$ cat src/sv/cgcmr_pkg.sv
package cgcmr_pkg;

    localparam int SAMPLE_W = 16;
    localparam int CFG_INDEX_W = 8;

    localparam logic [CFG_INDEX_W-1:0] REG_THRESHOLD = 8'd0;
    localparam logic [CFG_INDEX_W-1:0] REG_FACTOR = 8'd1;

    localparam logic [SAMPLE_W-1:0] THRESHOLD_RESET = 16'd29491;
    localparam logic [SAMPLE_W-1:0] FACTOR_RESET = 16'd9830;

    // Front sequencer states.
    localparam logic [1:0] F_IDLE = 2'd0;
    localparam logic [1:0] F_READ = 2'd1;
    localparam logic [1:0] F_SUMS = 2'd2;
    localparam logic [1:0] F_PUSH = 2'd3;

    // Back sequencer states.
    localparam logic [2:0] B_IDLE = 3'd0;
    localparam logic [2:0] B_ISSUE = 3'd1;
    localparam logic [2:0] B_WAIT = 3'd2;
    localparam logic [2:0] B_DEC = 3'd3;
    localparam logic [2:0] B_OUT = 3'd4;

    // Steps of the correlation test, one multiplication each.
    localparam logic [3:0] ST_N_SXY = 4'd0;
    localparam logic [3:0] ST_SX_SY = 4'd1;
    localparam logic [3:0] ST_N_SXX = 4'd2;
    localparam logic [3:0] ST_SX_SX = 4'd3;
    localparam logic [3:0] ST_N_SYY = 4'd4;
    localparam logic [3:0] ST_SY_SY = 4'd5;
    localparam logic [3:0] ST_C_C = 4'd6;
    localparam logic [3:0] ST_T_T = 4'd7;
    localparam logic [3:0] ST_TT_VX = 4'd8;
    localparam logic [3:0] ST_TTV_VY = 4'd9;

endpackage

$ cat src/sv/cgcmr_fifo.sv
module cgcmr_fifo import cgcmr_pkg::*; #(
    parameter int DATA_W = 8
) (
    input  logic              i_clk,
    input  logic              i_rst_n,
    input  logic              i_wvalid,
    output logic              o_wready,
    input  logic [DATA_W-1:0] i_wdata,
    output logic              o_rvalid,
    input  logic              i_rready,
    output logic [DATA_W-1:0] o_rdata
);

    logic [DATA_W-1:0] r_mem [2];
    logic [1:0]        r_cnt;
    logic              r_wr;
    logic              r_rd;
    logic              w_push;
    logic              w_pop;

    assign o_wready = (r_cnt != 2'd2);
    assign o_rvalid = (r_cnt != 2'd0);
    assign o_rdata  = r_mem[r_rd];
    assign w_push   = i_wvalid && o_wready;
    assign w_pop    = o_rvalid && i_rready;

    always_ff @(posedge i_clk) begin
        if (!i_rst_n) begin
            r_cnt <= 2'd0;
            r_wr  <= 1'b0;
            r_rd  <= 1'b0;
        end else begin
            if (w_push) begin
                r_wr <= ~r_wr;
            end
            if (w_pop) begin
                r_rd <= ~r_rd;
            end
            if (w_push && !w_pop) begin
                r_cnt <= r_cnt + 2'd1;
            end else if (w_pop && !w_push) begin
                r_cnt <= r_cnt - 2'd1;
            end
        end
    end

    always_ff @(posedge i_clk) begin
        if (w_push) begin
            r_mem[r_wr] <= i_wdata;
        end
    end

endmodule

$ cat config.mk
export PLATFORM = sky130hd
export DESIGN_NAME = cgcmr_fifo
export DESIGN_NICKNAME = d
export VERILOG_FILES = /design/src/sv/cgcmr_pkg.sv /design/src/sv/cgcmr_fifo.sv
export SDC_FILE = /design/constraint.sdc
export NUM_CORES = 1
export LEC_CHECK = 0
export BUFFER_PORTS_ARGS = -buffer_cell sky130_fd_sc_hd__buf_2
export CAP_MARGIN = 20
export CORE_MARGIN = 10
export CORE_UTILIZATION = 49
export DETAILED_ROUTE_END_ITERATION = 10
export GPL_TIMING_DRIVEN = 0
export HOLD_SLACK_MARGIN = 0.02
export PLACE_DENSITY_LB_ADDON = 0.08
export SLEW_MARGIN = 10
export SYNTH_ARGS = -nofsm -noshare
export SYNTH_HDL_FRONTEND = slang
export SYNTH_SLANG_ARGS = --single-unit
$ cat constraint.sdc
create_clock -name i_clk -period 1.7 [get_ports i_clk]
set_input_delay 0.425 -clock i_clk [delete_from_list [all_inputs] [get_ports i_clk]]
set_output_delay 0.425 -clock i_clk [all_outputs]
set_load 0.05 [all_outputs]
# After elaboration in Yosys (flattened, before gate mapping)
# Memory sizes are Yosys's and may differ from the RTL's. A register that Yosys moved wholly into a read port is not among the register bits.
# Index checks and enable logic that the tools add are counted.
# word_totals
reg_bits	4
ramBits	16
inputBits	12
output_inout_bits	10
n_memories	1
# op_classes
mux	6
n_addsub	2
eq_ne	1
bitwise	2
reduce_logical	8
# memory_table
memory	depth	width	rd	rd_ports_with_merged_regs	write_ports	line	text
r_mem	2	8	1	1	1	cgcmr_fifo.sv:14	logic [DATA_W-1:0] r_mem [2];
# ops
op	n
$logic_and 1x1->1	4
$mux 1	4
$mux 2	2
$reduce_bool 2->1	2
$add 2x1->2 const B	1
$logic_not 1->1	2
$ne 2x2->1 const B	1
$not 1->1	2
$sub 2x1->2 const B	1

# Depth between registers and ports, before layout
# Gate-level depths: netlist of run 1.
# logic_depth
depth_word	6
depth_mapped	6
mapped_depth_nobuf	6

# Least setup slack after synthesis of run 1
# Ideal clock, no wire load.
# synth_timing
kind	reg2reg
startpoint	register r_cnt[0]
endpoint	register r_cnt[1]
t_arrival_ps	1547
slack_ps	84
period_less_slack_ps	1616
path_stages_with_launch	6
required_time_ps	1630
setup_time_ps	70
n_path_buf	0
cell_sequence	dfxtp_1 > nand2b_4 > and2_1 > ha_1 > or3_1 > a21oi_1
# synth_between
elab_chain_len	5
word_cells_on_any_way	13
cone_classes	2 x add/sub; 1 x eq/ne; 2 x mux; 8 x reduce/logical
# synth_rtl
element	line	text
from (decl)	cgcmr_fifo.sv:15	logic [1:0] r_cnt;
from (signal assigned)	cgcmr_fifo.sv:40	r_cnt <= r_cnt + 2'd1;
from (signal assigned)	cgcmr_fifo.sv:42	r_cnt <= r_cnt - 2'd1;
$ne 2x2->1 (*)	cgcmr_fifo.sv:21	assign o_wready = (r_cnt != 2'd2);
via o_wready	cgcmr_fifo.sv:7	output logic o_wready,
$logic_and 1x1->1 (*)	cgcmr_fifo.sv:24	assign w_push = i_wvalid && o_wready;
via w_push	cgcmr_fifo.sv:18	logic w_push;
$logic_not 1->1	cgcmr_fifo.sv:41	end else if (w_pop && !w_push) begin
$logic_and 1x1->1	cgcmr_fifo.sv:41	
$reduce_bool 2->1 (no line)	--	
# Mark *: on every way through the listed nets, which the timed path passes. The rest lies on a longest branch. The select of a mux whose other input is x is not followed.
# A chain may end at the register's enable or synchronous reset.

==> results.ini, run 1 <==
[run_status]
status = completed

[clock_network]
post-cts-setup-buffer-count = 0
h-tree-depth = 1
clk_pin_slew_ns = 0.11
clockBufferDepth = 2
ctsRootBufferMaster = clkbuf_4
ctsHoldBuffers = 0
cts_tree = yes
clkSinkCount = 21
cts_buffers = 3
insertion_delay_ns = 0.29

[sta]
hold_violations = 0
setup_viol = 0
finalSetupTns_ns = 0
max_freq_mhz = 596
final.period_utilization_pct = 98.6
fin_crit_ns = 1.68
slew-limit-headroom_pct = 73.4
rsz0062_at_grt = yes
setup_ws_ns = 0.0235
finalMaxSlewViolations = 0
fin_skew_ns = 0.00876
tightestPinTransition_ns = 0.399

[cells_and_area]
stdcell_count = 91
area_growth_pct = 32.8
final_layout_size_suffix_gt1_share_pct = 49.3
nets = 89
final_cell_area_sq_mm = 0.00107
num_antenna_cells = 0

[place]
placed_area_sq_um = 935
placedCellCount = 87
portBuffers = 21
dp_hpwl_microns = 979
dp_slack_ns = 0.106
gp_congestion = 0.695

[floorplan]
fp-row-count = 14
dieHeight_microns = 60.6
start_util_pct = 52.5
dieArea_sq_mm = 0.00368
die_x_microns = 60.6
fp.coreArea_sq_mm = 0.00154
num_io_pins = 22

[grt]
met3_usage_pct = 2.51
grt-ovfl-total = 0
grt_pass1_vias = 494
grt_use_total_pct = 7.57
busiest_layer = met2
antenna_found_initial = 0
grt_pass1_wl_microns = 2100
gr-usage-met2_pct = 12.1
grtUsageMet1_pct = 8.88
grt_max_degree = 12

[yosys]
syn_avg_cell_area_sq_um = 16.2
synthCells = 50
yosys_register_bits = 21
synth_warnings = 0
synth_nets = 63
synth_cell_type_count = 17
synth_area_sq_um = 810
yosysSeqAreaShare_pct = 71.7

[pwr]
irDropWorstVdd_uv = 879
power_uw = 1810
power_density_mw_per_mm2 = 1690
p_leak_uw = 0.000448

[worst_setup_path]
crit_path_start_kind = register
r2r_slack_ns = 0.11
cp_top_family = flip-flops
worst_path_max_delay_cell = dfxtp_2
crit_arrival_ns = 1.25
end_kind = output port
reg2reg_to = r_cnt[1]$_SDFFE_PN0P_
reg2reg_from = r_cnt[0]$_SDFFE_PN0P_
cp_max_fo = 8
worstPathCellList = buf_8, mux2_4, buf_8
path_buf_inv = 2
cp.required_ns = 1.27
crit_path_frequent_cell = buf_8
critPathKind = register to output port
slowest_delay_ns = 0.35
ff2ff_path_depth = 5

[hold_path]
hold_path_end = r_mem[0][0]$_DFFE_PP_
whs_path_depth = 1
hp-class = input port to register
hold_start = i_wdata[0]

[detailed_routing]
drtIter0Drc = 14
ant_nets = 0
first_pass_iters = 4
remaining_drc_errors = 0
wl_per_cell_microns = 14.9
vias = 473
routed_wl_microns = 1360
viasPerCell = 5.20

[run]
cap_viol_max_count = 0

[power breakdown]
group	total [uW]	switching [uW]	internal (uW)
Combinational	886	506	380
Sequential	704	51.2	653
Clock	223	132	91.2
[layout make-up]
class                      count  area, sq um
sequential                    21          582
fill                         123          467
multi-input combinational     26          246
timing repair buffer          21          178
clock buffer                   4         26.3
tap                           16         20.0
buffer                         1         15.0
inverter                       2         7.51
[Yosys cell counts]
cell	count	share of area, %
or3_1	1	0.77
edfxtp_1	16	59
xor2_1	3	3.2
mux2_2	8	11
a21oi_1	2	1.2
a21bo_2	1	1.2
buf_2	1	0.62
and3_1	1	0.77
or2_2	1	0.77
nand2b_4	1	1.7
nand3b_1	1	0.93
dfxtp_1	5	12
o21ai_0	2	1.2
nor2_1	3	1.4
inv_1	2	0.93
and2_1	1	0.77
ha_1	1	1.5
[how the worst max path moves through the flow]
stage                          start                     to  slack, ns  depth (start not counted)
2_1_floorplan  r_cnt[0]$_SDFFE_PN0P_  r_cnt[1]$_SDFFE_PN0P_       0.08                          5
3_3_place_gp                i_wvalid  r_cnt[1]$_SDFFE_PN0P_       0.13                          5
3_5_place_dp                i_wvalid  r_cnt[1]$_SDFFE_PN0P_       0.11                          5
4_1_cts                     register             o_rdata[7]      -0.01                          3
5_1_grt                     register             o_rdata[7]      -0.02                          3
6_report                    register             o_rdata[7]       0.02                          3
[layout by cell type (no fill, tap or decap), drive strengths merged]
cell type / Yosys / final
a21bo: 1 / 1
a21oi: 2 / 2
and2: 1 / 1
and3: 1 / 1
buf: 1 / 22
clkbuf: 0 / 4
dfxtp: 5 / 5
edfxtp: 16 / 16
ha: 1 / 1
inv: 2 / 2
mux2: 8 / 8
nand2b: 1 / 1
nand3b: 1 / 1
nor2: 3 / 3
o21ai: 2 / 2
or2: 1 / 1
or3: 1 / 1
xor2: 3 / 3
[layer usage]
metal	vias to the layer above	part of all wire (%)
li1	229	-
met1	230	46
met2	14	49
met3	0	5.1
met4	0	0
met5	-	0
[stage by stage]
| step | hold slack [ns] | utilization, % |
|---|---|---|
| after global routing | 0.295 | 69.7 |
| after CTS | 0.298 | 66.1 |
| after global placement | 0.484 | 60.6 |
| final | 0.313 | 69.7 |
| after floorplan | 0.472 | - |
| after detailed placement | 0.512 | 60.6 |
[state kept, by name (all words and copies together) (netlist names), named ones only]
name,count
r_rd,1
r_cnt,2
r_wr,1
r_mem,16
[what timing repair did]
item,4_1_cts,5_1_grt
gates resized for setup,19,15
gates cloned,0,0
setup endpoints to repair,8,8
pin swaps,0,0
[cells by family (layout without fill, tap and decap cells)]
kind of cell               after synthesis  count (layout)  synth area share, %
xor gates and xnor gates                 3               3                 3.25
and+or+nand+nor                          9               9                 7.11
adders and majority gates                1               1                 1.55
AOI/OAI and AO/OA                        5               5                 3.71
DFF                                     21              21                 71.7
buffers and inverters                    3              28                 1.55
muxes                                    8               8                 11.1
Power figures use the tool's default switching activity.
==> run 2: changes to the inputs <==
- REMOVE_ABC_BUFFERS: default -> 1
==> run 2 against run 1 <==
- highest routed layer is now met4
- first-iteration DRC count fell by 79%
- combinational power fell by 15%
- clock skew fell by 0.0053 ns
- register-to-register slack barely moved
- largest cell class unchanged
- via count fell by 3.0%
==> results.ini, run 2 (synthesis results as in run 1) <==
[cells_and_area]
final_cell_area_sq_mm = 0.00101
multi_input_area_sq_um = 216
regMostFlops = r_mem
final_layout_size_suffix_gt1_share_pct = 51.4
fillCellCount = 126
reg.largest.list = r_mem (16), r_cnt (2)
area_growth_pct = 25.0
largest_register_ffs = 16
seqCellArea_sq_um = 587
num_antenna_cells = 0
nets = 88
final_cell_mix = edfxtp_1, buf_2, mux2_2, buf_6
layout_commonest_cell = edfxtp_1
postLayoutCoreUtil_pct = 65.7

[sta]
hold_violations = 0
finalSetupTns_ns = 0
finalMaxSlewViolations = 0
final.period_utilization_pct = 97.0
fin_crit_ns = 1.65
tightestPinTransition_ns = 0.372
fin_skew_ns = 0.00349
setup_viol = 0
slew-limit-headroom_pct = 75.2
max_freq_mhz = 607
rsz0062_at_grt = no

[worst_setup_path]
crit_path_start_kind = register
worstPathCellList = mux2_2, buf_6
slowest_delay_ns = 0.42
r2r_slack_ns = 0.11
critPathKind = register to output port
cp.required_ns = 1.27
crit_arrival_ns = 1.22
end_kind = output port
reg2reg_from = r_cnt[0]$_SDFFE_PN0P_
reg2reg_to = r_cnt[1]$_SDFFE_PN0P_
worst_path_max_delay_cell = dfxtp_4
ff2ff_path_depth = 5
cp_max_fo = 8

[floorplan]
num_io_pins = 22
fp-row-count = 14
die_x_microns = 60.6
dieHeight_microns = 60.6
fp.coreArea_sq_mm = 0.00154
start_util_pct = 52.5
dieArea_sq_mm = 0.00368

[hold_path]
hold_start = i_wdata[4]
hp-class = input port to register
whs_path_depth = 1
hold_path_end = r_mem[0][4]$_DFFE_PP_

[grt]
met3_usage_pct = 3.76
grt-ovfl-total = 0
grt_max_degree = 12
gr-usage-met2_pct = 14.4
grt_use_total_pct = 8.38
busiest_layer = met2
grt_pass1_wl_microns = 2330
grt_pass1_vias = 538
antenna_found_initial = 0
grtUsageMet1_pct = 8.90

[pwr]
irDropWorstVdd_uv = 920
p_leak_uw = 0.000405
p_sw_uw = 670
clkPwrFrac_pct = 13.1
intPower_uw = 1040
power_density_mw_per_mm2 = 1690
pwr-share-comb_pct = 44.2
p_seq_share_pct = 42.7
p_sw_share_pct = 39.2

[detailed_routing]
first_pass_iters = 2
drtIter0Drc = 3
vias = 459
routed_wl_microns = 1360
ant_nets = 0
wl_per_cell_microns = 15.1
viasPerCell = 5.10
remaining_drc_errors = 0

[place]
portBuffers = 21
dp_hpwl_microns = 1040
placed_area_sq_um = 930
gp_congestion = 0.712

[clock_network]
ctsHoldBuffers = 0
insertion_delay_ns = 0.29
ctsRootBufferMaster = clkbuf_4
clkSinkCount = 21
clk_pin_slew_ns = 0.11
clockBufferDepth = 2
h-tree-depth = 1
cts_buffers = 3
cts_tree = yes

[run]
cap_viol_max_count = 0

[run_status]
status = completed

-- run 2: power by group through the flow --
stage	sequential, uW	clock [uW]	combinational (uW)
final	730	224	756
after global routing	741	255	812
after CTS	727	240	720
after detailed placement	733	0	679
after global placement	730	0	664
after floorplan	714	0	548
-- run 2: critical path: cells and delay by family, from the launching register on --
family                 cells  cell delay, ns
flip-flops                 1            0.42
multiplexers               1            0.36
buffers and inverters      1            0.16
-- run 2: worst max-delay path by stage --
| stage | startpoint | end | slack (ns) | depth (start not counted) |
|---|---|---|---|---|
| floorplan | r_cnt[0]$_SDFFE_PN0P_ | r_cnt[1]$_SDFFE_PN0P_ | 0.08 | 5 |
| global placement | i_wvalid | r_cnt[1]$_SDFFE_PN0P_ | 0.13 | 5 |
| detailed placement | i_wvalid | r_cnt[1]$_SDFFE_PN0P_ | 0.08 | 5 |
| CTS | register | o_rdata[6] | 0.002 | 2 |
| global route | r_cnt[0]$_SDFFE_PN0P_ | r_cnt[1]$_SDFFE_PN0P_ | 0.007 | 4 |
| finish | register | o_rdata[4] | 0.05 | 2 |
-- run 2: layout make-up --
type,instances,area share (%)
Clock buffer,4,2.60
Inverter,2,0.742
Multi-Input combinational cell,26,21.4
Sequential cell,21,58.0
Tap cell,16,1.98
Timing Repair Buffer,21,15.3
-- run 2: repair_timing --
item | CTS | global route
buffers inserted | 0 | 0
resized for setup | 10 | 10
setup endpoints to repair | 8 | 9
-- run 2: layer usage --
metal,vias to the layer above,part of all wire [%]
li1,231,-
met1,211,40
met2,15,51
met3,2,8.7
met4,0,0.59
met5,-,0
-- run 2: stage by stage --
| stage | power (uW) | hold WS (ns) | setup WS (ns) | std cells |
|---|---|---|---|---|
| after CTS | 1690 | 0.301 | 0.00153 | 90 |
| final | 1710 | 0.316 | 0.0516 | 90 |
| after detailed placement | 1410 | 0.494 | 0.0794 | 86 |
| after floorplan | 1260 | 0.472 | 0.0835 | 49 |
| after global routing | 1810 | 0.300 | 0.00726 | 90 |
| after global placement | 1390 | 0.485 | 0.134 | 86 |
