===== src/sv/cgcmr_pkg.sv =====
package cgcmr_pkg;

    localparam int SAMPLE_W = 16;
    localparam int CFG_INDEX_W = 8;

    localparam logic [CFG_INDEX_W-1:0] REG_THRESHOLD = 8'd0;
    localparam logic [CFG_INDEX_W-1:0] REG_FACTOR = 8'd1;

    localparam logic [SAMPLE_W-1:0] THRESHOLD_RESET = 16'd29491;
    localparam logic [SAMPLE_W-1:0] FACTOR_RESET = 16'd9830;

    // Front sequencer states.
    localparam logic [1:0] F_IDLE = 2'd0;
    localparam logic [1:0] F_READ = 2'd1;
    localparam logic [1:0] F_SUMS = 2'd2;
    localparam logic [1:0] F_PUSH = 2'd3;

    // Back sequencer states.
    localparam logic [2:0] B_IDLE = 3'd0;
    localparam logic [2:0] B_ISSUE = 3'd1;
    localparam logic [2:0] B_WAIT = 3'd2;
    localparam logic [2:0] B_DEC = 3'd3;
    localparam logic [2:0] B_OUT = 3'd4;

    // Steps of the correlation test, one multiplication each.
    localparam logic [3:0] ST_N_SXY = 4'd0;
    localparam logic [3:0] ST_SX_SY = 4'd1;
    localparam logic [3:0] ST_N_SXX = 4'd2;
    localparam logic [3:0] ST_SX_SX = 4'd3;
    localparam logic [3:0] ST_N_SYY = 4'd4;
    localparam logic [3:0] ST_SY_SY = 4'd5;
    localparam logic [3:0] ST_C_C = 4'd6;
    localparam logic [3:0] ST_T_T = 4'd7;
    localparam logic [3:0] ST_TT_VX = 4'd8;
    localparam logic [3:0] ST_TTV_VY = 4'd9;

endpackage


===== src/sv/cgcmr_front.sv =====
module cgcmr_front import cgcmr_pkg::*; #(
    parameter int WINDOW = 64
) (
    input  logic                  i_clk,
    input  logic                  i_rst_n,
    input  logic                  i_valid,
    output logic                  o_ready,
    input  logic signed [15:0]    i_x,
    input  logic signed [15:0]    i_y,
    output logic                  o_qvalid,
    input  logic                  i_qready,
    output logic [33+2*(16+$clog2(WINDOW+1))+3*(32+$clog2(WINDOW+1))-1:0] o_qdata
);

    localparam int AW = (WINDOW > 1) ? $clog2(WINDOW) : 1;
    localparam int LW = $clog2(WINDOW + 1);
    localparam int SW = 16 + LW;
    localparam int PW = 32 + LW;

    logic [1:0]            r_fst;
    logic [2:0]            r_k;
    logic signed [15:0]    r_x;
    logic signed [15:0]    r_y;
    logic [31:0]           r_rd;
    logic [31:0]           r_hist [WINDOW];
    logic                  r_old;
    logic                  r_full;
    logic [AW-1:0]         r_wpos;
    logic [LW-1:0]         r_fill;
    logic signed [SW-1:0]  r_sx;
    logic signed [SW-1:0]  r_sy;
    logic signed [PW-1:0]  r_sxy;
    logic signed [PW-1:0]  r_sxx;
    logic signed [PW-1:0]  r_syy;

    logic signed [15:0]    w_ox;
    logic signed [15:0]    w_oy;
    logic signed [15:0]    w_ma;
    logic signed [15:0]    w_mb;
    logic signed [31:0]    w_prod;
    logic signed [PW-1:0]  w_pext;
    logic signed [SW-1:0]  w_oxe;
    logic signed [SW-1:0]  w_oye;

    assign o_ready  = (r_fst == F_IDLE);
    assign o_qvalid = (r_fst == F_PUSH);
    assign o_qdata  = {r_syy, r_sxx, r_sxy, r_sy, r_sx, r_full, r_y, r_x};

    assign w_ox = signed'(r_rd[15:0]);
    assign w_oy = signed'(r_rd[31:16]);

    always_comb begin
        case (r_k)
            3'd0: begin w_ma = w_ox; w_mb = w_oy; end
            3'd1: begin w_ma = w_ox; w_mb = w_ox; end
            3'd2: begin w_ma = w_oy; w_mb = w_oy; end
            3'd3: begin w_ma = r_x;  w_mb = r_y;  end
            3'd4: begin w_ma = r_x;  w_mb = r_x;  end
            default: begin w_ma = r_y; w_mb = r_y; end
        endcase
    end

    // The leaving pair only counts once the window has wrapped.
    assign w_prod = (r_k < 3'd3 && !r_old) ? 32'sd0 : w_ma * w_mb;
    assign w_pext = PW'(w_prod);
    assign w_oxe  = r_old ? SW'(w_ox) : '0;
    assign w_oye  = r_old ? SW'(w_oy) : '0;

    always_ff @(posedge i_clk) begin
        if (r_fst == F_READ) begin
            r_rd <= r_hist[r_wpos];
            r_hist[r_wpos] <= {r_y, r_x};
        end
    end

    always_ff @(posedge i_clk) begin
        if (!i_rst_n) begin
            r_fst  <= F_IDLE;
            r_k    <= 3'd0;
            r_wpos <= '0;
            r_fill <= '0;
            r_old  <= 1'b0;
            r_full <= 1'b0;
            r_sx   <= '0;
            r_sy   <= '0;
            r_sxy  <= '0;
            r_sxx  <= '0;
            r_syy  <= '0;
        end else begin
            case (r_fst)
                F_IDLE: begin
                    if (i_valid) begin
                        r_x   <= i_x;
                        r_y   <= i_y;
                        r_fst <= F_READ;
                    end
                end
                F_READ: begin
                    r_old <= (r_fill == LW'(WINDOW));
                    if (r_fill == LW'(WINDOW)) begin
                        r_full <= 1'b1;
                    end else begin
                        r_fill <= r_fill + 1'b1;
                        r_full <= (r_fill + 1'b1 == LW'(WINDOW));
                    end
                    r_k   <= 3'd0;
                    r_fst <= F_SUMS;
                end
                F_SUMS: begin
                    case (r_k)
                        3'd0: begin
                            r_sxy <= r_sxy - w_pext;
                            r_sx  <= r_sx + SW'(r_x) - w_oxe;
                            r_sy  <= r_sy + SW'(r_y) - w_oye;
                        end
                        3'd1: r_sxx <= r_sxx - w_pext;
                        3'd2: r_syy <= r_syy - w_pext;
                        3'd3: r_sxy <= r_sxy + w_pext;
                        3'd4: r_sxx <= r_sxx + w_pext;
                        default: r_syy <= r_syy + w_pext;
                    endcase
                    r_k <= r_k + 3'd1;
                    if (r_k == 3'd5) begin
                        r_fst <= F_PUSH;
                    end
                end
                default: begin
                    if (i_qready) begin
                        r_wpos <= (r_wpos == AW'(WINDOW - 1)) ? '0 : r_wpos + 1'b1;
                        r_fst  <= F_IDLE;
                    end
                end
            endcase
        end
    end

endmodule


===== config.mk =====
export PLATFORM = sky130hd
export DESIGN_NAME = cgcmr_front
export DESIGN_NICKNAME = d
export VERILOG_FILES = /design/src/sv/cgcmr_pkg.sv /design/src/sv/cgcmr_front.sv
export SDC_FILE = /design/constraint.sdc
export NUM_CORES = 2
export LEC_CHECK = 0
export ABC_AREA = 1
export BUFFER_PORTS_ARGS = -buffer_cell sky130_fd_sc_hd__buf_2
export CORE_MARGIN = 5
export CORE_UTILIZATION = 40
export DETAILED_ROUTE_END_ITERATION = 7
export GPL_TIMING_DRIVEN = 0
export PLACE_DENSITY = 0.53
export SLEW_MARGIN = 15
export SYNTH_ARGS = -nofsm -noshare
export SYNTH_HDL_FRONTEND = slang
export SYNTH_SLANG_ARGS = --single-unit

===== constraint.sdc =====
create_clock -name i_clk -period 15.18 [get_ports i_clk]
set_input_delay 0.759 -clock i_clk [delete_from_list [all_inputs] [get_ports i_clk]]
set_output_delay 0.759 -clock i_clk [all_outputs]
set_load 0.005 [all_outputs]

# Word-level counts from Yosys, hierarchy flattened
# Memories as Yosys holds them, arrays and structs flattened. A register that Yosys moved wholly into a read port is not among the register bits.
# Index checks and enable logic that the tools add are counted.
# word_totals
inputBits,36
latch_bits,0
output_inout_bits,198
ram_bits,2048
romBits,0
word_cells,83
ff_bits,215
memories,1
# mem_list
memory,depth,width,rd,rd_clocked_by_memory_dff,wr,line,rtl
r_hist,64,32,1,1,1,cgcmr_front.sv:25,logic [31:0] r_hist [WINDOW];
# op_classes
n_reduce_logical,21
n_mul,1
magnitude_cmp,1
n_div,0
n_eq_ne,13
shift,0
bitwise,3
add_sub_neg,13
mux,17
# ops
cell,count
$pmux W39 S2,3
$add A39 B32 Y39,3
$sub A39 B32 Y39,3
$pmux W16 S3,2
$add A23 B16 Y23,2
$mux W23,2
$sub A23 B23 Y23,2
$mul A16 B16 Y32,1
$mux W32,1
$eq A7 B7 Y1 const B,2
$reduce_and A2 Y1,6
$add A7 B1 Y7 const B,1
$add A6 B1 Y6 const B,1
$eq A3 B2 Y1 const B,2
$eq A3 B3 Y1 const B,2
$eq A6 B6 Y1 const B,1
$mux W2,3
$mux W6,1
$pmux W2 S3,1
$pmux W3 S2,1
$reduce_and A3 Y1,2
$reduce_bool A2 Y1,3
$reduce_or A2 Y1,3
$eq A2 B2 Y1 const B,2
other kinds (14),19

# Depth between registers and ports, before layout
# depth
depth_word,7
depth_mapped,62
ltp_nobuf,60

# Worst setup path before layout
# Ideal clock, no wire load.
# synth_path
path_kind,reg2reg
from,register r_x[15]
to,register r_sxx[36]
path_slack_ps,5513
arrival_ps,9558
stages_incl_launch_ff,48
period_less_slack_ps,9667
path_cell_list,edfxtp_1 -> inv_1 -> o22ai_1 -> a21oi_1 -> o21ai_1 -> inv_1 -> nor2_1 -> fa_1 -> inv_1 -> fa_1 -> fa_1 -> inv_1 -> fa_1 -> fa_1 -> inv_1 -> fa_1 -> inv_1 -> ha_1 -> [12 not listed] -> nand2_1 -> nor2_1 -> xor2_1 -> o21ai_0 -> ha_1 -> nand2_1 -> nor4_1 -> nand3_1 -> nand3_1 -> nand2_1 -> o211ai_1 -> a21oi_1 -> o21ai_0 -> nand2_1 -> nand3_1 -> nand3_1 -> nand2_1 -> inv_1
# synth_between
elab_chain_len,5
# synth_rtl
element,line,rtl
"start, declared",cgcmr_front.sv:22,logic signed [15:0] r_x;
"start signal, assigned",cgcmr_front.sv:93,r_x <= i_x;
$pmux W16 S3,cgcmr_front.sv:53,case (r_k)
$mul A16 B16 Y32 (*),cgcmr_front.sv:64,assign w_prod = (r_k < 3'd3 && !r_old) ? 32'sd0 : w_ma * w_mb;
$mux W32 (*),cgcmr_front.sv:64,
$add A39 B32 Y39 / $sub A39 B32 Y39 (equally long branches),"cgcmr_front.sv:119, cgcmr_front.sv:116",
$pmux W39 S2 (*),cgcmr_front.sv:110,case (r_k)
"end signal, assigned",cgcmr_front.sv:116,3'd1: r_sxx <= r_sxx - w_pext;
"end signal, assigned",cgcmr_front.sv:119,3'd4: r_sxx <= r_sxx + w_pext;
"end, declared",cgcmr_front.sv:33,logic signed [PW-1:0] r_sxx;
# Every way passes the cells marked *; elsewhere a longest branch is shown, timed or not.
# A chain may end at the register's enable or synchronous reset.

# Worst setup path in the final report
# layout_path
from,register r_k[0]
to,register r_sxx[36]
# layout_between
elab_chain_len,7
# layout_rtl
element,line,rtl
"start, declared",cgcmr_front.sv:21,logic [2:0] r_k;
"start signal, assigned",cgcmr_front.sv:122,r_k <= r_k + 3'd1;
$eq A3 B3 Y1 (tied with other cells),"cgcmr_front.sv:53, cgcmr_front.sv:110",
$reduce_or A2 Y1 (no source line),-,
$pmux W16 S3,cgcmr_front.sv:53,
$mul A16 B16 Y32,cgcmr_front.sv:64,
$mux W32,cgcmr_front.sv:64,
$add A39 B32 Y39 / $sub A39 B32 Y39 (equally long branches),"cgcmr_front.sv:119, cgcmr_front.sv:116",
$pmux W39 S2,cgcmr_front.sv:110,
# Several ways; a longest one is shown, not always the timed one.

==> results.md <==
Run status:
- The run finished with clean final reports.

Worst hold path:
- The start point of the worst hold path is i_y[15].
- The worst hold path depth is 1.
- The sink of the worst hold path is r_y[15].
- In this run the worst hold path is classified as input port to register.

Die:
- The standard cell core area is 0.265 mm^2.
- From bottom edge to top edge, the die measures 526 um.
- The initial cell density of the core is 40.2%.
- The number of top-level pins is 234.
- The die width is 526 um.
- The row count is 189.
- The die area is 0.277 mm^2.

Setup path:
- The minimum setup slack among reg-to-reg paths is 1.97 ns.
- The reg-to-reg critical path endpoint is r_sxx[36].
- The data required time of the worst path is 15.96 ns.
- The arrival time of data at the critical path endpoint is 13.99 ns.
- The most numerous cell type found on the critical path is nand2_1.
- Counting cells, the worst reg-to-reg path comes to 51.
- The startpoint identified for the worst register-to-register timing path is r_k[0].
- The critical path in this run is classified as register to register.
- For this design, the slowest cell found on the critical path is o21ai_1.
- The type of origin of the critical path is a register.
- The largest incremental delay on the critical path is 1.01 ns.
- The maximum fanout along the worst path is 10.
- STA classifies the critical path endpoint as a register.

Synthesis:
- The most used flip-flop cell after synthesis is edfxtp_1.
- After synthesis, the largest family of logic cells by area is compound AO/OA/AOI/OAI gates.
- The simple logic cell fraction of the synthesized area is 10.6%.
- After synthesis, the share of flip-flops with an asynchronous set or reset is 0%.
- In the synthesized netlist, mux cells make up 0% of the area.
- The net count of the mapped netlist is 9487.
- The fraction of the mapped netlist area in compound gates is 11.3%.
- Summed over all instances, the cell type with the most area after synthesis is edfxtp_1.
- The post-synthesis instance area is 0.106 mm^2.
- The share of the Yosys chip area taken by registers is 63.0%.
- The number of library cell types mapped by synthesis is 61.
- A synthesized cell averages 12.0 um^2.
- After technology mapping, the gate count stands at 8884.
- The Yosys step of the flow raised 0 warnings.
- Yosys mapped a number of flops with a built-in enable equal to 2112.
- In this run the biggest area consumer among cell types represents 59.6% of the synthesized area.
- After synthesis the netlist holds a flip-flop and latch count of 2295.
- By area the synthesized netlist is led by edfxtp_1 (60%), fa_1 (5.8%), nand2_1 (5.6%), inv_1 (3.6%), dfxtp_1 (3.4%).
- The area share of xor/xnor cells in the synthesized design is 1.23%.
- The adder-cell share of the synthesized area is 8.84%.

Routing:
- The average routed wire per standard cell is 35.1 um.
- The residual antenna-violating net count after detailed routing is 0.
- The pre-antenna-repair detailed-routing pass consisted of 7 iterations.
- The number of vias after detailed routing is 81058.
- The number of violations reported at the end of detailed-routing iteration 0 is 12176.
- The count of unresolved DRC violations after routing is 0.
- The ratio of routed vias to standard cells is 6.04.
- The wire length reported by the detailed router is 472000 um.

Placement:
- After legalization and detailed placement, the total HPWL measured 351000 um.
- The quantity of I/O buffers inserted on ports is 232.
- At the end of routability-driven placement, the weighted congestion stood at 0.963.

Job:
- The tool flagged a number of max-cap violations equal to 0.

CTS:
- TritonCTS built the clock tree.
- The CTS root buffer is clkbuf_16.
- The number of buffers created by CTS is 244.
- The clock reaches the later pin of the worst-skew pair after 0.99 ns.
- Clock tree synthesis found a total of 2295 sinks.
- The clock transition time at the flip-flop clock pins of the worst setup and hold paths is 0.06 ns.
- In this run the number of H-tree levels came out at 4.
- The largest buffer count on any clock path is 4.

STA:
- The largest clock skew in the final design is 0.152 ns.
- The number of max-slew violations in the final report is 0.
- For the final routed database, the setup TNS stands at 0 ns.
- The worst max-slew margin expressed relative to the limit is 3.96%.
- The total count of hold-check failures in the final report is 0.
- Setup repair after global routing left no endpoint under its margin.
- Of the available clock period, the critical path in the final layout requires 87.0%.
- Static timing analysis puts the maximum clock frequency at 75.7 MHz.
- Setup violations remaining at the end of the flow were counted as 0.
- At the pin with the least slew margin, the transition time is 1.44 ns.
- The routed design could run at a clock period as short as 13.21 ns.

GRT:
- The global-route total usage across every layer is 33.1%.
- The number of global-route vias before repair came to 76055.
- The first global-routing pass estimated 633000 um of wire.
- The remaining global-route overflow is 0.
- Entering global routing, the biggest net connects 35 pins.
- The number of antenna violations at the first check in global routing is 33.

Layout:
- The ratio of cells with drive above 1 in the final layout is 11.0%.
- The layout overhead on the synthesized area is 18.7%.
- The count of filler cells inserted in the layout is 23759.
- After the last flow step, the layout net total stands at 10255.
- The area occupied by registers is 0.0671 mm^2.
- The area used by multi-input combinational logic is 0.0346 mm^2.
[area by class of cell]
class                      instances  share of cell area (%)
sequential                      2295                    53.1
antenna                           23                  0.0455
multi-input combinational       5171                    27.4
clock inverter                   167                    1.21
clock buffer                     293                    4.98
timing repair buffer             522                    5.50
tap                             3533                    3.50
buffer                           364                    1.20
inverter                        1054                    3.13
[placed cells by master (no fill, tap or decap), types with 88 or more instances in the layout]
master,n
a22o_1,231
ha_1,257
o21ai_0,348
edfxtp_1,2112
buf_2,266
a21oi_1,386
nor2_1,483
fa_1,309
nand3_1,161
inv_1,1034
dfxtp_1,183
clkbuf_1,259
a22oi_1,312
clkbuf_16,244
buf_16,100
a221oi_1,251
nand2_1,1597
xor2_1,88
nand4_1,263
[worst max-delay path by stage]
stage,from,end,slack (ns),cells past startpoint
2_1_floorplan,r_x[15],r_sxx[36],5.51,47
3_3_place_gp,r_x[15],r_sxx[38],0.89,39
3_5_place_dp,r_k[0],r_sxx[36],2.31,51
4_1_cts,r_k[0],r_sxx[36],2.24,51
5_1_grt,r_k[0],r_sxx[36],1.20,51
6_report,r_k[0],r_sxx[36],1.97,51
[per-stage QoR]
stage	util (%)	hold WS [ns]	worst slack (ns)	cell area, um^2	std cells
after floorplan	-	0.446	5.51	106000	8884
after global placement	42.3	0.462	0.890	112000	12649
after CTS	47.7	0.0280	2.24	126000	13398
after detailed placement	44.6	0.471	2.31	118000	12921
final	47.7	0.0791	1.97	126000	13422
after global routing	47.7	0.0599	1.20	126000	13400
[cell usage after synthesis (11+ instances only)]
| library cell | instances |
|---|---|
| dfxtp_1 | 183 |
| xor2_1 | 88 |
| a21boi_0 | 15 |
| nor3_1 | 43 |
| o21bai_1 | 24 |
| inv_1 | 1034 |
| nor2_1 | 547 |
| a22o_1 | 231 |
| o22ai_1 | 12 |
| o211ai_1 | 50 |
| o21ai_1 | 23 |
| a221oi_1 | 251 |
| o21ai_0 | 350 |
| a2111o_1 | 11 |
| nand3_1 | 161 |
| ha_1 | 258 |
| a21oi_1 | 386 |
| a211oi_1 | 20 |
| xnor2_1 | 61 |
| nand3b_1 | 11 |
| nand2_1 | 1597 |
| a31oi_1 | 28 |
| clkbuf_1 | 279 |
| nand4_1 | 263 |
| fa_1 | 309 |
| o221ai_1 | 11 |
| edfxtp_1 | 2112 |
| clkinv_1 | 12 |
| a22oi_1 | 312 |
| or2_2 | 12 |
| nor4_1 | 14 |
| buf_1 | 77 |
| a21o_1 | 13 |
[registers in the layout, indices dropped and copies added (netlist names)]
| register | count |
|---|---|
| r_x | 16 |
| r_sxy | 39 |
| r_sy | 23 |
| r_old | 1 |
| r_rd | 32 |
| r_full | 1 |
| r_hist | 2048 |
| r_y | 16 |
| r_syy | 39 |
| r_k | 3 |
| r_fill | 7 |
| r_sxx | 39 |
| r_wpos | 6 |
| r_fst | 2 |
| r_sx | 23 |
[critical path: cells and delay by family (launching register included)]
kind | cells | cell delay [ns]
adder cells (fa/ha/maj) | 9 | 4.22
AND/OR/NAND/NOR | 24 | 3.92
AO/OA/AOI/OAI | 7 | 2.30
buffers and inverters | 10 | 1.85
flip-flops | 1 | 0.47
XOR/XNOR | 1 | 0.26
[metal layers]
metal  vias to the layer above  wire (um)  part of all wire (%)  global-route usage (%)
met5                         -        290                 0.062                   0.139
met4                        22      36200                   7.7                    19.5
met3                      1301      57200                    12                    9.86
met2                      5581     203000                    43                    50.1
met1                     40687     175000                    37                    42.1
li1                      33467          -                     -                       -
[what timing repair did]
action | in CTS | in global routing
hold buffers | 17 | 0
buffers inserted | 0 | 0
endpoints found under the setup margin | 0 | 0
endpoints found under the hold margin | 17 | 0
resized for setup | 0 | 0
[cell families after synthesis]
kind of cell,count (synthesis)
XOR/XNOR,149
AO/OA/AOI/OAI,1769
flip-flops,2295
buffers and inverters,1418
AND/OR/NAND/NOR,2686
adder cells (fa/ha/maj),567
Power is left out: the tool's default activity adds up to more than one toggle a clock period on the data nets, which glitch-free logic cannot reach.
