==> src/sv/cgcmr_pkg.sv <==
package cgcmr_pkg;

    localparam int SAMPLE_W = 16;
    localparam int CFG_INDEX_W = 8;

    localparam logic [CFG_INDEX_W-1:0] REG_THRESHOLD = 8'd0;
    localparam logic [CFG_INDEX_W-1:0] REG_FACTOR = 8'd1;

    localparam logic [SAMPLE_W-1:0] THRESHOLD_RESET = 16'd29491;
    localparam logic [SAMPLE_W-1:0] FACTOR_RESET = 16'd9830;

    // Front sequencer states.
    localparam logic [1:0] F_IDLE = 2'd0;
    localparam logic [1:0] F_READ = 2'd1;
    localparam logic [1:0] F_SUMS = 2'd2;
    localparam logic [1:0] F_PUSH = 2'd3;

    // Back sequencer states.
    localparam logic [2:0] B_IDLE = 3'd0;
    localparam logic [2:0] B_ISSUE = 3'd1;
    localparam logic [2:0] B_WAIT = 3'd2;
    localparam logic [2:0] B_DEC = 3'd3;
    localparam logic [2:0] B_OUT = 3'd4;

    // Steps of the correlation test, one multiplication each.
    localparam logic [3:0] ST_N_SXY = 4'd0;
    localparam logic [3:0] ST_SX_SY = 4'd1;
    localparam logic [3:0] ST_N_SXX = 4'd2;
    localparam logic [3:0] ST_SX_SX = 4'd3;
    localparam logic [3:0] ST_N_SYY = 4'd4;
    localparam logic [3:0] ST_SY_SY = 4'd5;
    localparam logic [3:0] ST_C_C = 4'd6;
    localparam logic [3:0] ST_T_T = 4'd7;
    localparam logic [3:0] ST_TT_VX = 4'd8;
    localparam logic [3:0] ST_TTV_VY = 4'd9;

endpackage

==> src/sv/cgcmr_mul.sv <==
module cgcmr_mul import cgcmr_pkg::*; #(
    parameter int A_W = 32,
    parameter int B_W = 16
) (
    input  logic           i_clk,
    input  logic           i_rst_n,
    input  logic           i_start,
    input  logic [A_W-1:0] i_a,
    input  logic [B_W-1:0] i_b,
    output logic           o_done,
    output logic [A_W-1:0] o_p
);

    logic [A_W-1:0] r_a;
    logic [B_W-1:0] r_b;
    logic [A_W-1:0] r_acc;
    logic           r_run;

    // Shift-and-add, one multiplier bit a cycle; stops when no bits remain.
    assign o_done = r_run && (r_b == '0);
    assign o_p    = r_acc;

    always_ff @(posedge i_clk) begin
        if (!i_rst_n) begin
            r_run <= 1'b0;
        end else if (i_start) begin
            r_run <= 1'b1;
        end else if (o_done) begin
            r_run <= 1'b0;
        end
    end

    always_ff @(posedge i_clk) begin
        if (i_start) begin
            r_a   <= i_a;
            r_b   <= i_b;
            r_acc <= '0;
        end else if (r_run && r_b != '0) begin
            if (r_b[0]) begin
                r_acc <= r_acc + r_a;
            end
            r_a <= r_a << 1;
            r_b <= r_b >> 1;
        end
    end

endmodule

==> src/sv/cgcmr_back.sv <==
module cgcmr_back import cgcmr_pkg::*; #(
    parameter int WINDOW = 64
) (
    input  logic               i_clk,
    input  logic               i_rst_n,
    input  logic               i_qvalid,
    output logic               o_qready,
    input  logic [33+2*(16+$clog2(WINDOW+1))+3*(32+$clog2(WINDOW+1))-1:0] i_qdata,
    input  logic [15:0]        i_thr,
    input  logic [15:0]        i_rf,
    output logic               o_tvalid,
    input  logic               i_tready,
    output logic [15:0]        o_r1,
    output logic [15:0]        o_r2,
    output logic               o_full,
    output logic               o_app
);

    localparam int LW  = $clog2(WINDOW + 1);
    localparam int SW  = 16 + LW;
    localparam int PW  = 32 + LW;
    localparam int CW  = 32 + 2 * LW;
    localparam int CMW = CW - 1;
    localparam int RW  = 2 * CMW + 31;

    logic [2:0]            r_bst;
    logic [3:0]            r_step;
    logic signed [15:0]    r_x;
    logic signed [15:0]    r_y;
    logic                  r_full;
    logic signed [SW-1:0]  r_sx;
    logic signed [SW-1:0]  r_sy;
    logic signed [PW-1:0]  r_sxy;
    logic signed [PW-1:0]  r_sxx;
    logic signed [PW-1:0]  r_syy;
    logic signed [CW-1:0]  r_c;
    logic signed [CW-1:0]  r_vx;
    logic signed [CW-1:0]  r_vy;
    logic [RW-1:0]         r_l;
    logic [RW-1:0]         r_tmp;
    logic                  r_app;
    logic [15:0]           r_res1;
    logic [15:0]           r_res2;
    logic                  r_ov;
    logic [15:0]           r_o1;
    logic [15:0]           r_o2;
    logic                  r_ofull;
    logic                  r_oapp;

    logic [SW-1:0]         w_sx_mag;
    logic [SW-1:0]         w_sy_mag;
    logic [PW-1:0]         w_sxy_mag;
    logic [CW-1:0]         w_c_mag;
    logic signed [16:0]    w_t_ext;
    logic [16:0]           w_t_mag;
    logic [RW-1:0]         w_ma;
    logic [CMW-1:0]        w_mb;
    logic                  w_start;
    logic                  w_done;
    logic [RW-1:0]         w_p;
    logic signed [CW-1:0]  w_pc;
    logic signed [CW-1:0]  w_vy_next;
    logic                  w_flat;
    logic signed [16:0]    w_sum;
    logic signed [16:0]    w_fac;
    logic signed [33:0]    w_prod;
    logic signed [18:0]    w_d1;
    logic signed [18:0]    w_d2;
    logic [15:0]           w_s1;
    logic [15:0]           w_s2;
    logic                  w_out_free;

    assign o_qready = (r_bst == B_IDLE);
    assign o_tvalid = r_ov;
    assign o_r1     = r_o1;
    assign o_r2     = r_o2;
    assign o_full   = r_ofull;
    assign o_app    = r_oapp;

    assign w_sx_mag  = r_sx[SW-1] ? SW'(-r_sx) : SW'(r_sx);
    assign w_sy_mag  = r_sy[SW-1] ? SW'(-r_sy) : SW'(r_sy);
    assign w_sxy_mag = r_sxy[PW-1] ? PW'(-r_sxy) : PW'(r_sxy);
    assign w_c_mag   = r_c[CW-1] ? CW'(-r_c) : CW'(r_c);
    assign w_t_ext   = {i_thr[15], i_thr};
    assign w_t_mag   = w_t_ext[16] ? 17'(-w_t_ext) : 17'(w_t_ext);

    always_comb begin
        case (r_step)
            ST_N_SXY: begin w_ma = RW'(w_sxy_mag); w_mb = CMW'(WINDOW); end
            ST_SX_SY: begin w_ma = RW'(w_sx_mag);  w_mb = CMW'(w_sy_mag); end
            ST_N_SXX: begin w_ma = RW'($unsigned(r_sxx)); w_mb = CMW'(WINDOW); end
            ST_SX_SX: begin w_ma = RW'(w_sx_mag);  w_mb = CMW'(w_sx_mag); end
            ST_N_SYY: begin w_ma = RW'($unsigned(r_syy)); w_mb = CMW'(WINDOW); end
            ST_SY_SY: begin w_ma = RW'(w_sy_mag);  w_mb = CMW'(w_sy_mag); end
            ST_C_C:   begin w_ma = RW'(w_c_mag);   w_mb = w_c_mag[CMW-1:0]; end
            ST_T_T:   begin w_ma = RW'(w_t_mag);   w_mb = CMW'(w_t_mag); end
            ST_TT_VX: begin w_ma = r_tmp;          w_mb = r_vx[CMW-1:0]; end
            default:  begin w_ma = r_tmp;          w_mb = r_vy[CMW-1:0]; end
        endcase
    end

    assign w_start = (r_bst == B_ISSUE);

    cgcmr_mul #(
        .A_W (RW),
        .B_W (CMW)
    ) u_mul (
        .i_clk   (i_clk),
        .i_rst_n (i_rst_n),
        .i_start (w_start),
        .i_a     (w_ma),
        .i_b     (w_mb),
        .o_done  (w_done),
        .o_p     (w_p)
    );

    assign w_pc      = signed'(w_p[CW-1:0]);
    assign w_vy_next = r_vy - w_pc;

    // A flat channel counts as zero correlation.
    assign w_flat = (r_step == ST_SY_SY) &&
                    (r_vx[CW-1] || r_vx == '0 || w_vy_next[CW-1] || w_vy_next == '0);

    // Common part: floor((x + y) * factor / 65536), then saturate each channel.
    assign w_sum  = 17'(r_x) + 17'(r_y);
    assign w_fac  = signed'({1'b0, i_rf});
    assign w_prod = w_sum * w_fac;
    assign w_d1   = 19'(r_x) - 19'(signed'(w_prod[33:16]));
    assign w_d2   = 19'(r_y) - 19'(signed'(w_prod[33:16]));
    assign w_s1   = (w_d1 > 19'sd32767) ? 16'h7fff :
                    (w_d1 < -19'sd32768) ? 16'h8000 : w_d1[15:0];
    assign w_s2   = (w_d2 > 19'sd32767) ? 16'h7fff :
                    (w_d2 < -19'sd32768) ? 16'h8000 : w_d2[15:0];

    assign w_out_free = !r_ov || i_tready;

    always_ff @(posedge i_clk) begin
        if (!i_rst_n) begin
            r_bst  <= B_IDLE;
            r_step <= ST_N_SXY;
            r_ov   <= 1'b0;
            r_app  <= 1'b0;
        end else begin
            if (r_bst == B_OUT && w_out_free) begin
                r_ov <= 1'b1;
            end else if (i_tready) begin
                r_ov <= 1'b0;
            end
            case (r_bst)
                B_IDLE: begin
                    if (i_qvalid) begin
                        r_app  <= 1'b0;
                        r_step <= ST_N_SXY;
                        r_bst  <= i_qdata[32] ? B_ISSUE : B_DEC;
                    end
                end
                B_ISSUE: begin
                    r_bst <= B_WAIT;
                end
                B_WAIT: begin
                    if (w_done) begin
                        r_step <= r_step + 4'd1;
                        r_bst  <= (w_flat || r_step == ST_TTV_VY) ? B_DEC : B_ISSUE;
                        case (r_step)
                            ST_N_SXY: r_c <= r_sxy[PW-1] ? -w_pc : w_pc;
                            ST_SX_SY: r_c <= (r_sx[SW-1] ^ r_sy[SW-1]) ? r_c + w_pc
                                                                       : r_c - w_pc;
                            ST_N_SXX: r_vx <= w_pc;
                            ST_SX_SX: r_vx <= r_vx - w_pc;
                            ST_N_SYY: r_vy <= w_pc;
                            ST_SY_SY: begin
                                r_vy <= w_vy_next;
                                if (w_flat) begin
                                    r_app <= i_thr[15];
                                end
                            end
                            ST_C_C:   r_l <= w_p << 30;
                            ST_T_T:   r_tmp <= w_p;
                            ST_TT_VX: r_tmp <= w_p;
                            default: begin
                                if (!i_thr[15]) begin
                                    r_app <= !r_c[CW-1] && (r_c != '0) && (r_l > w_p);
                                end else begin
                                    r_app <= !r_c[CW-1] || (r_l < w_p);
                                end
                            end
                        endcase
                    end
                end
                B_DEC: begin
                    r_bst <= B_OUT;
                end
                default: begin
                    if (w_out_free) begin
                        r_bst <= B_IDLE;
                    end
                end
            endcase
        end
    end

    always_ff @(posedge i_clk) begin
        if (r_bst == B_IDLE && i_qvalid) begin
            r_x    <= signed'(i_qdata[15:0]);
            r_y    <= signed'(i_qdata[31:16]);
            r_full <= i_qdata[32];
            r_sx   <= signed'(i_qdata[33 +: SW]);
            r_sy   <= signed'(i_qdata[33+SW +: SW]);
            r_sxy  <= signed'(i_qdata[33+2*SW +: PW]);
            r_sxx  <= signed'(i_qdata[33+2*SW+PW +: PW]);
            r_syy  <= signed'(i_qdata[33+2*SW+2*PW +: PW]);
        end
        if (r_bst == B_DEC) begin
            r_res1 <= r_app ? w_s1 : r_x;
            r_res2 <= r_app ? w_s2 : r_y;
        end
        if (r_bst == B_OUT && w_out_free) begin
            r_o1    <= r_res1;
            r_o2    <= r_res2;
            r_ofull <= r_full;
            r_oapp  <= r_app;
        end
    end

`ifndef NO_ASSERTIONS
    a_app_needs_full: assert property (@(posedge i_clk) disable iff (!i_rst_n)
        (r_bst == B_OUT && r_app) |-> r_full)
        else $error("reduction flagged on a word whose window was not full");
    a_variance_positive: assert property (@(posedge i_clk) disable iff (!i_rst_n)
        (r_bst == B_ISSUE && (r_step == ST_TT_VX || r_step == ST_TTV_VY))
        |-> (!r_vx[CW-1] && r_vx != '0 && !r_vy[CW-1] && r_vy != '0))
        else $error("variance product started with a non-positive variance");
    a_wait_follows_issue: assert property (@(posedge i_clk) disable iff (!i_rst_n)
        (r_bst == B_ISSUE) |=> (r_bst == B_WAIT && $stable(r_step)))
        else $error("multiplier step lost after issue");
`endif

endmodule
==> config.mk <==
export PLATFORM = sky130hd
export DESIGN_NAME = cgcmr_back
export DESIGN_NICKNAME = d
export VERILOG_FILES = /design/src/sv/cgcmr_pkg.sv /design/src/sv/cgcmr_mul.sv /design/src/sv/cgcmr_back.sv
export SDC_FILE = /design/constraint.sdc
export NUM_CORES = 2
export LEC_CHECK = 0
export ABC_AREA = 0
export BUFFER_PORTS_ARGS = -buffer_cell sky130_fd_sc_hd__buf_2
export CORE_AREA = 5 5 294 439
export CTS_CLUSTER_SIZE = 8
export DETAILED_ROUTE_END_ITERATION = 10
export DIE_AREA = 0 0 299 444
export GPL_ROUTABILITY_DRIVEN = 1
export PLACE_DENSITY = 0.76
export SYNTH_ARGS = -nofsm -noshare
export SYNTH_HDL_FRONTEND = slang
export SYNTH_SLANG_ARGS = --single-unit
==> constraint.sdc <==
create_clock -name i_clk -period 12.72 [get_ports i_clk]
set_clock_uncertainty 0.1 [all_clocks]
set_input_delay 2.544 -clock i_clk [delete_from_list [all_inputs] [get_ports i_clk]]
set_output_delay 2.544 -clock i_clk [all_outputs]
set_load 0.02 [all_outputs]
# Yosys cells after proc, flatten, opt, wreduce, memory -nomap -nowiden
# Cells that the tools add are included.
dict set report totals {
  romBits 0
  mem_count 0
  latchBits 0
  regBits 909
  ramBits 0
}
dict set report op_classes {
  n_bitwise 1
  n_lt_le_gt_ge 6
  eq_ne 17
  mul 1
  reduce_logical 44
  n_addsub 15
  div_mod_pow 0
  shifts 0
  n_mux 41
}
# operator n
set op_table {}
lappend op_table {{121-bit case mux with 7 select lines} 1}
lappend op_table {{46-bit case mux with 2 select lines} 3}
lappend op_table {{45-bit case mux with 6 select lines} 1}
lappend op_table {{121-bit 2-to-1 mux} 2}
lappend op_table {{46-bit 2-to-1 mux} 3}
lappend op_table {{46-bit subtractor} 3}
lappend op_table {{121-bit adder} 1}
lappend op_table {{121-bit greater-than comparator} 1}
lappend op_table {{121-bit less-than comparator} 1}
lappend op_table {{16-bit 2-to-1 mux} 6}
lappend op_table {{46-bit zero test} 2}
lappend op_table {{46-bit negator} 2}
lappend op_table {{45-bit 2-to-1 mux} 2}
lappend op_table {{46-bit adder} 1}
lappend op_table {{23-bit 2-to-1 mux} 2}
lappend op_table {{23-bit negator} 2}
lappend op_table {{46-bit nonzero test} 1}
lappend op_table {{45-bit zero test} 1}
lappend op_table {{45-bit nonzero test} 1}
lappend op_table {{39-bit 2-to-1 mux} 1}
lappend op_table {{39-bit negator} 1}
lappend op_table {{19-bit by 16-bit greater-than comparator with 1-bit output (second input constant)} 2}
lappend op_table {{19-bit by 16-bit less-than comparator with 1-bit output (second input constant)} 2}
lappend op_table {{16-bit by 18-bit subtractor with 19-bit output} 2}
lappend op_table {{37 further kinds} 81}

# Depth between registers and ports, before layout
dict set report depth {
  depth_word 9
  ltp_mapped 56
}

# By module
# A second synthesis with hierarchy kept.
dict set report unflattened {
  hier_cells 7183
  area_unflattened_um2 69780.7
}
# module cells_each seq_area_each_um2 instances area_per_inst_um2
set by_module_without_submodules {}
lappend by_module_without_submodules {cgcmr_back 5077 18557.8 1 50407.1}
lappend by_module_without_submodules {cgcmr_mul 2106 7427.1 1 19373.6}

# Worst setup path after synthesis
# No wires, ideal clock.
dict set report synth_path {
  kind {register to register}
  from {register r_x[0]}
  to {register r_res2[11] (data pin)}
  setup_time_ps 259
  synth_period_minus_slack_ps 11458
  required_time_ps 12361
  n_path_buf 3
  path_slack_ps 1262
  path_stages_with_launch 54
  arrival_time_ps 11099
  path_cell_list {edfxtp_1 -> ha_1 -> inv_1 -> fa_1 -> nor2b_1 -> o21ai_0 -> a21boi_0 -> o21ai_0 -> a21boi_0 -> o21ai_0 -> a21boi_0 -> o21ai_0 -> a21boi_0 -> o21ai_0 -> a21boi_0 -> o21a_1 -> o21a_1 -> o22ai_1 -> (+18 left out) -> xor2_1 -> ha_1 -> o21a_1 -> o21ai_0 -> nand2b_1 -> inv_1 -> a31oi_1 -> o221ai_2 -> maj3_2 -> a2111oi_4 -> nor3_2 -> o211ai_4 -> xor2_1 -> a211o_1 -> buf_6 -> nand2_1 -> nor4_1 -> a211o_1}
}
dict set report synth_via {
  elab_chain_len 7
  elab_cells_between_ends 8
}
# element line_no
set synth_lines {}
lappend synth_lines {{start, declared} cgcmr_back.sv:28} ;# logic signed [15:0] r_x;
lappend synth_lines {{start signal, assigned} cgcmr_back.sv:204} ;# r_x <= signed'(i_qdata[15:0]);
lappend synth_lines {{16-bit by 16-bit adder with 17-bit output (*)} cgcmr_back.sv:125} ;# assign w_sum = 17'(r_x) + 17'(r_y);
lappend synth_lines {{17-bit by 17-bit multiplier with 34-bit output (*)} cgcmr_back.sv:127} ;# assign w_prod = w_sum * w_fac;
lappend synth_lines {{16-bit by 18-bit subtractor with 19-bit output (*)} cgcmr_back.sv:129} ;# assign w_d2 = 19'(r_y) - 19'(signed'(w_prod[33:16]));
lappend synth_lines {{19-bit by 16-bit less-than comparator with 1-bit output} cgcmr_back.sv:133} ;# (w_d2 < -19'sd32768) ? 16'h8000 : w_d2[15:0];
lappend synth_lines {{16-bit 2-to-1 mux} cgcmr_back.sv:133}
lappend synth_lines {{16-bit 2-to-1 mux (*)} cgcmr_back.sv:132} ;# assign w_s2 = (w_d2 > 19'sd32767) ? 16'h7fff :
lappend synth_lines {{16-bit 2-to-1 mux (*)} cgcmr_back.sv:215} ;# r_res2 <= r_app ? w_s2 : r_y;
lappend synth_lines {{end signal, assigned} cgcmr_back.sv:215}
lappend synth_lines {{end, declared} cgcmr_back.sv:43} ;# logic [15:0] r_res2;
# Every way passes the cells marked *; elsewhere a longest branch is shown, timed or not.
# A chain may end at the register's enable or synchronous reset.

# Worst setup path after layout
dict set report layout_path {
  from {register r_x[1]}
  to {register r_res2[6] (data pin)}
}
# The elaborated chain is that of the path after synthesis.

==> results by group <==
Run status
  • Outcome: finished clean

Layout
  • Most common cell after layout, fill and taps aside: nand2_1
  • Nets: 8594
  • Area of the multi-input gates: 0.0399 sq mm
  • Design area: 0.0767 sq mm
  • # fillers: 10.6k
  • Layout cells sized above 1: 9.04%
  • Commonest cells after routing, fill and taps aside: nand2_1 (1029), edfxtp_1 (778), inv_1 (597)
  • Register area: 0.0260 sq mm
  • Synth-to-layout area growth: 10.7%

Detailed routing
  • Via density: 6.41
  • Pre-antenna DRT Iters: 6
  • Initial DRC Count: 5525
  • DRC Markers: 0
  • Vias: 59.7k
  • Antenna viol nets, final: 0
  • DR WL/cell: 26.1 um
  • Final wirelength: 243000 um

Logic synthesis
  • Syn. warnings: 0
  • Seq/Total Area, Yosys: 37.5%
  • EDFF count, synth: 778
  • Ys flop type: edfxtp_1
  • Avg Synthesized Cell Area: 9.33 sq um
  • Asr flop ratio synth: 0%
  • #FFs+latches synth: 909
  • Synth Cell Area: 0.0693 sq mm
  • Netlist cell types: 103
  • Mapped Nets: 8414
  • Post-Syn Instances: 7423

STA
  • Final min period: 12.21 ns
  • Final setup margin: 0.514 ns
  • Final setup violation count: 0
  • Fmax: 81.9 MHz
  • Setup TNS: 0 ns
  • Final Cycle Share: 96.0%
  • Least-Margin Pin Slew: 1.34 ns
  • Final Hold Fails: 0
  • Slew Viols, Final: 0
  • Slew headroom: 10.3%

Placed design
  • Post-DP HPWL: 185000 um
  • Placed Area: 0.0726 sq mm
  • Dpl ws: -0.164 ns
  • Port Buffers: 267
  • GP Congestion: 1.04

Critical path
  • CP required: 13.13 ns
  • Cell mode on critical path: o21ai_0
  • Type of origin of the critical path: flip-flop
  • Crit Path Max Fanout: 20
  • Kind of critical path: reg2reg
  • RR Startpoint: r_x[1]
  • CP endpoint kind: flip-flop
  • Worst path arrival time: 12.62 ns
  • Slowest cell on crit path: fa_1
  • Crit path largest cell delay: 0.54 ns
  • CP startpoint: r_x[1]

Clock tree
  • H-tree levels: 4
  • Max clock buf depth: 3
  • Clk_lat worst skew: 0.81 ns
  • CTS Buf Count: 132
  • Clk root buf: clkbuf_16
  • CTS tree: built
  • Post-CTS Hold Fix Bufs: 0
  • Clock transition at path regs: 0.05 ns
  • Clock Sinks: 909

Floorplan
  • Core area: 0.125 sq mm
  • # rows: 159
  • Boundary Pins: 268
  • Starting Density: 55.5%
  • Die Area: 0.133 sq mm
  • Die height: 444 um
  • Die X: 299 um

Global route
  • Grt total ovfl: 0
  • Vias in the first global route: 60.7k
  • Initial antenna violation count: 20
  • First-pass GRT wire length: 362000 um
  • GRT Resource Usage Total: 35.8%
  • Largest net degree at the start of global routing: 94

Worst hold path
  • Worst hold path type: reg2reg
  • Min-delay src: r_res2[7]

Flow run
  • MaxCap Viol Count: 0
==> stage by stage <==
| stage | hold slack [ns] | std cells | utilization, % |
|---|---|---|---|
| after floorplan | 0.300 | 7423 | - |
| after global placement | 0.302 | 9077 | 58.1 |
| after detailed placement | 0.305 | 9077 | 58.1 |
| after CTS | 0.316 | 9298 | 61.2 |
| after global routing | 0.321 | 9305 | 61.3 |
| final | 0.315 | 9318 | 61.4 |
==> critical path, delay by kind of cell, from the launching register on <==
kind / cells / cell delay, ns
xor+xnor: 2 / 0.37
fa+ha+maj: 10 / 4.47
simple gates: 7 / 0.81
compound gates: 24 / 5.06
buf+inv: 7 / 0.68
flops: 1 / 0.42
==> worst paths after layout <==
kind | to | depth (start not counted) | slack [ns]
hold / removal | o_r2[7] | 0 | 0.31
setup / recovery | r_res2[6] | 50 | 0.51
hold reg to reg | o_r2[7] | 0 | 0.31
setup reg to reg | r_res2[6] | 50 | 0.51
==> cells by family (layout without fill, tap and decap cells) <==
logic type                 Yosys count  after routing  share of synthesized area, %
muxes                               15             15                         0.226
buffers and inverters              987           1254                          5.37
DFF                                909            909                          37.5
AOI/OAI and AO/OA                 1959           1959                          18.0
other                                0             18                             0
xor gates and xnor gates           507            507                          6.46
and+or+nand+nor                   2278           2278                          15.6
adders and majority gates          768            768                          16.8
==> Yosys cell counts, types with 16 or more instances <==
| master | n | share of area (%) |
|---|---|---|
| a211oi_1 | 39 | 0.42 |
| o21bai_1 | 67 | 0.73 |
| nor3b_1 | 21 | 0.23 |
| a21oi_1 | 518 | 3.7 |
| dfxtp_1 | 131 | 3.8 |
| nor4_1 | 43 | 0.39 |
| o21ai_0 | 536 | 3.9 |
| o211ai_1 | 16 | 0.17 |
| buf_1 | 17 | 0.092 |
| fa_1 | 277 | 8.0 |
| and4_1 | 21 | 0.27 |
| xor2_1 | 213 | 2.7 |
| a221oi_1 | 62 | 0.78 |
| nand3b_1 | 25 | 0.27 |
| and2_1 | 140 | 1.3 |
| and3_1 | 31 | 0.28 |
| or4_1 | 35 | 0.38 |
| or2_2 | 20 | 0.18 |
| ha_1 | 482 | 8.7 |
| a31oi_1 | 43 | 0.39 |
| nor2b_1 | 66 | 0.60 |
| nand3_1 | 168 | 1.2 |
| o31ai_1 | 73 | 0.79 |
| xnor2_1 | 292 | 3.7 |
| clkbuf_1 | 362 | 2.0 |
| or3_1 | 61 | 0.55 |
| o41ai_1 | 20 | 0.25 |
| edfxtp_1 | 778 | 34 |
| nand4_1 | 132 | 1.2 |
| nor2_1 | 308 | 1.7 |
| a221o_1 | 24 | 0.35 |
| a21o_1 | 234 | 2.5 |
| a21boi_0 | 32 | 0.35 |
| a211o_1 | 21 | 0.27 |
| o22ai_1 | 50 | 0.45 |
| nor3_1 | 78 | 0.56 |
| nand2_1 | 1035 | 5.6 |
| nand2b_1 | 64 | 0.58 |
| inv_1 | 597 | 3.2 |
| o21a_1 | 48 | 0.52 |
==> per-layer routing <==
| layer | track usage [%] | vias up | part of all wire, % |
|---|---|---|---|
| met4 | 28.9 | 6 | 10 |
| li1 | - | 26800 | - |
| met2 | 62.1 | 3008 | 49 |
| met1 | 38.3 | 28800 | 34 |
| met3 | 6.10 | 1031 | 7.6 |
| met5 | 0 | - | 0.016 |
==> state kept, by name (all words and copies together), names as in the netlist, 3 cells and up <==
register   cells
r_syy         39
r_vx          46
o_r1          16
r_vy          46
o_r2          16
u_mul.r_a    121
r_c           46
u_mul.r_b     45
r_sxy         39
r_bst          3
r_sx          23
r_y           16
r_sy          23
r_res2        16
r_tmp        121
u_mul.o_p    121
r_res1        16
r_l           91
r_x           16
r_step         4
r_sxx         39
==> cell type report <==
type / instances / area share [%]
diodes: 18 / 0.0588
clock inverters: 17 / 0.403
repair buffers: 432 / 3.37
flip-flops and latches: 909 / 33.9
inverters: 601 / 2.94
multi-input cells: 5527 / 52.0
clock buffers: 204 / 4.70
well taps: 1610 / 2.63
==> timing repair <==
| item | CTS | global route |
|---|---|---|
| buffers inserted | 0 | 2 |
| endpoints found under the setup margin | 15 | 32 |
| gates resized for setup | 2 | 29 |
| pin swaps | 0 | 4 |
Power is left out: the tool's default activity adds up to more than one toggle a clock period on the data nets, which glitch-free logic cannot reach.
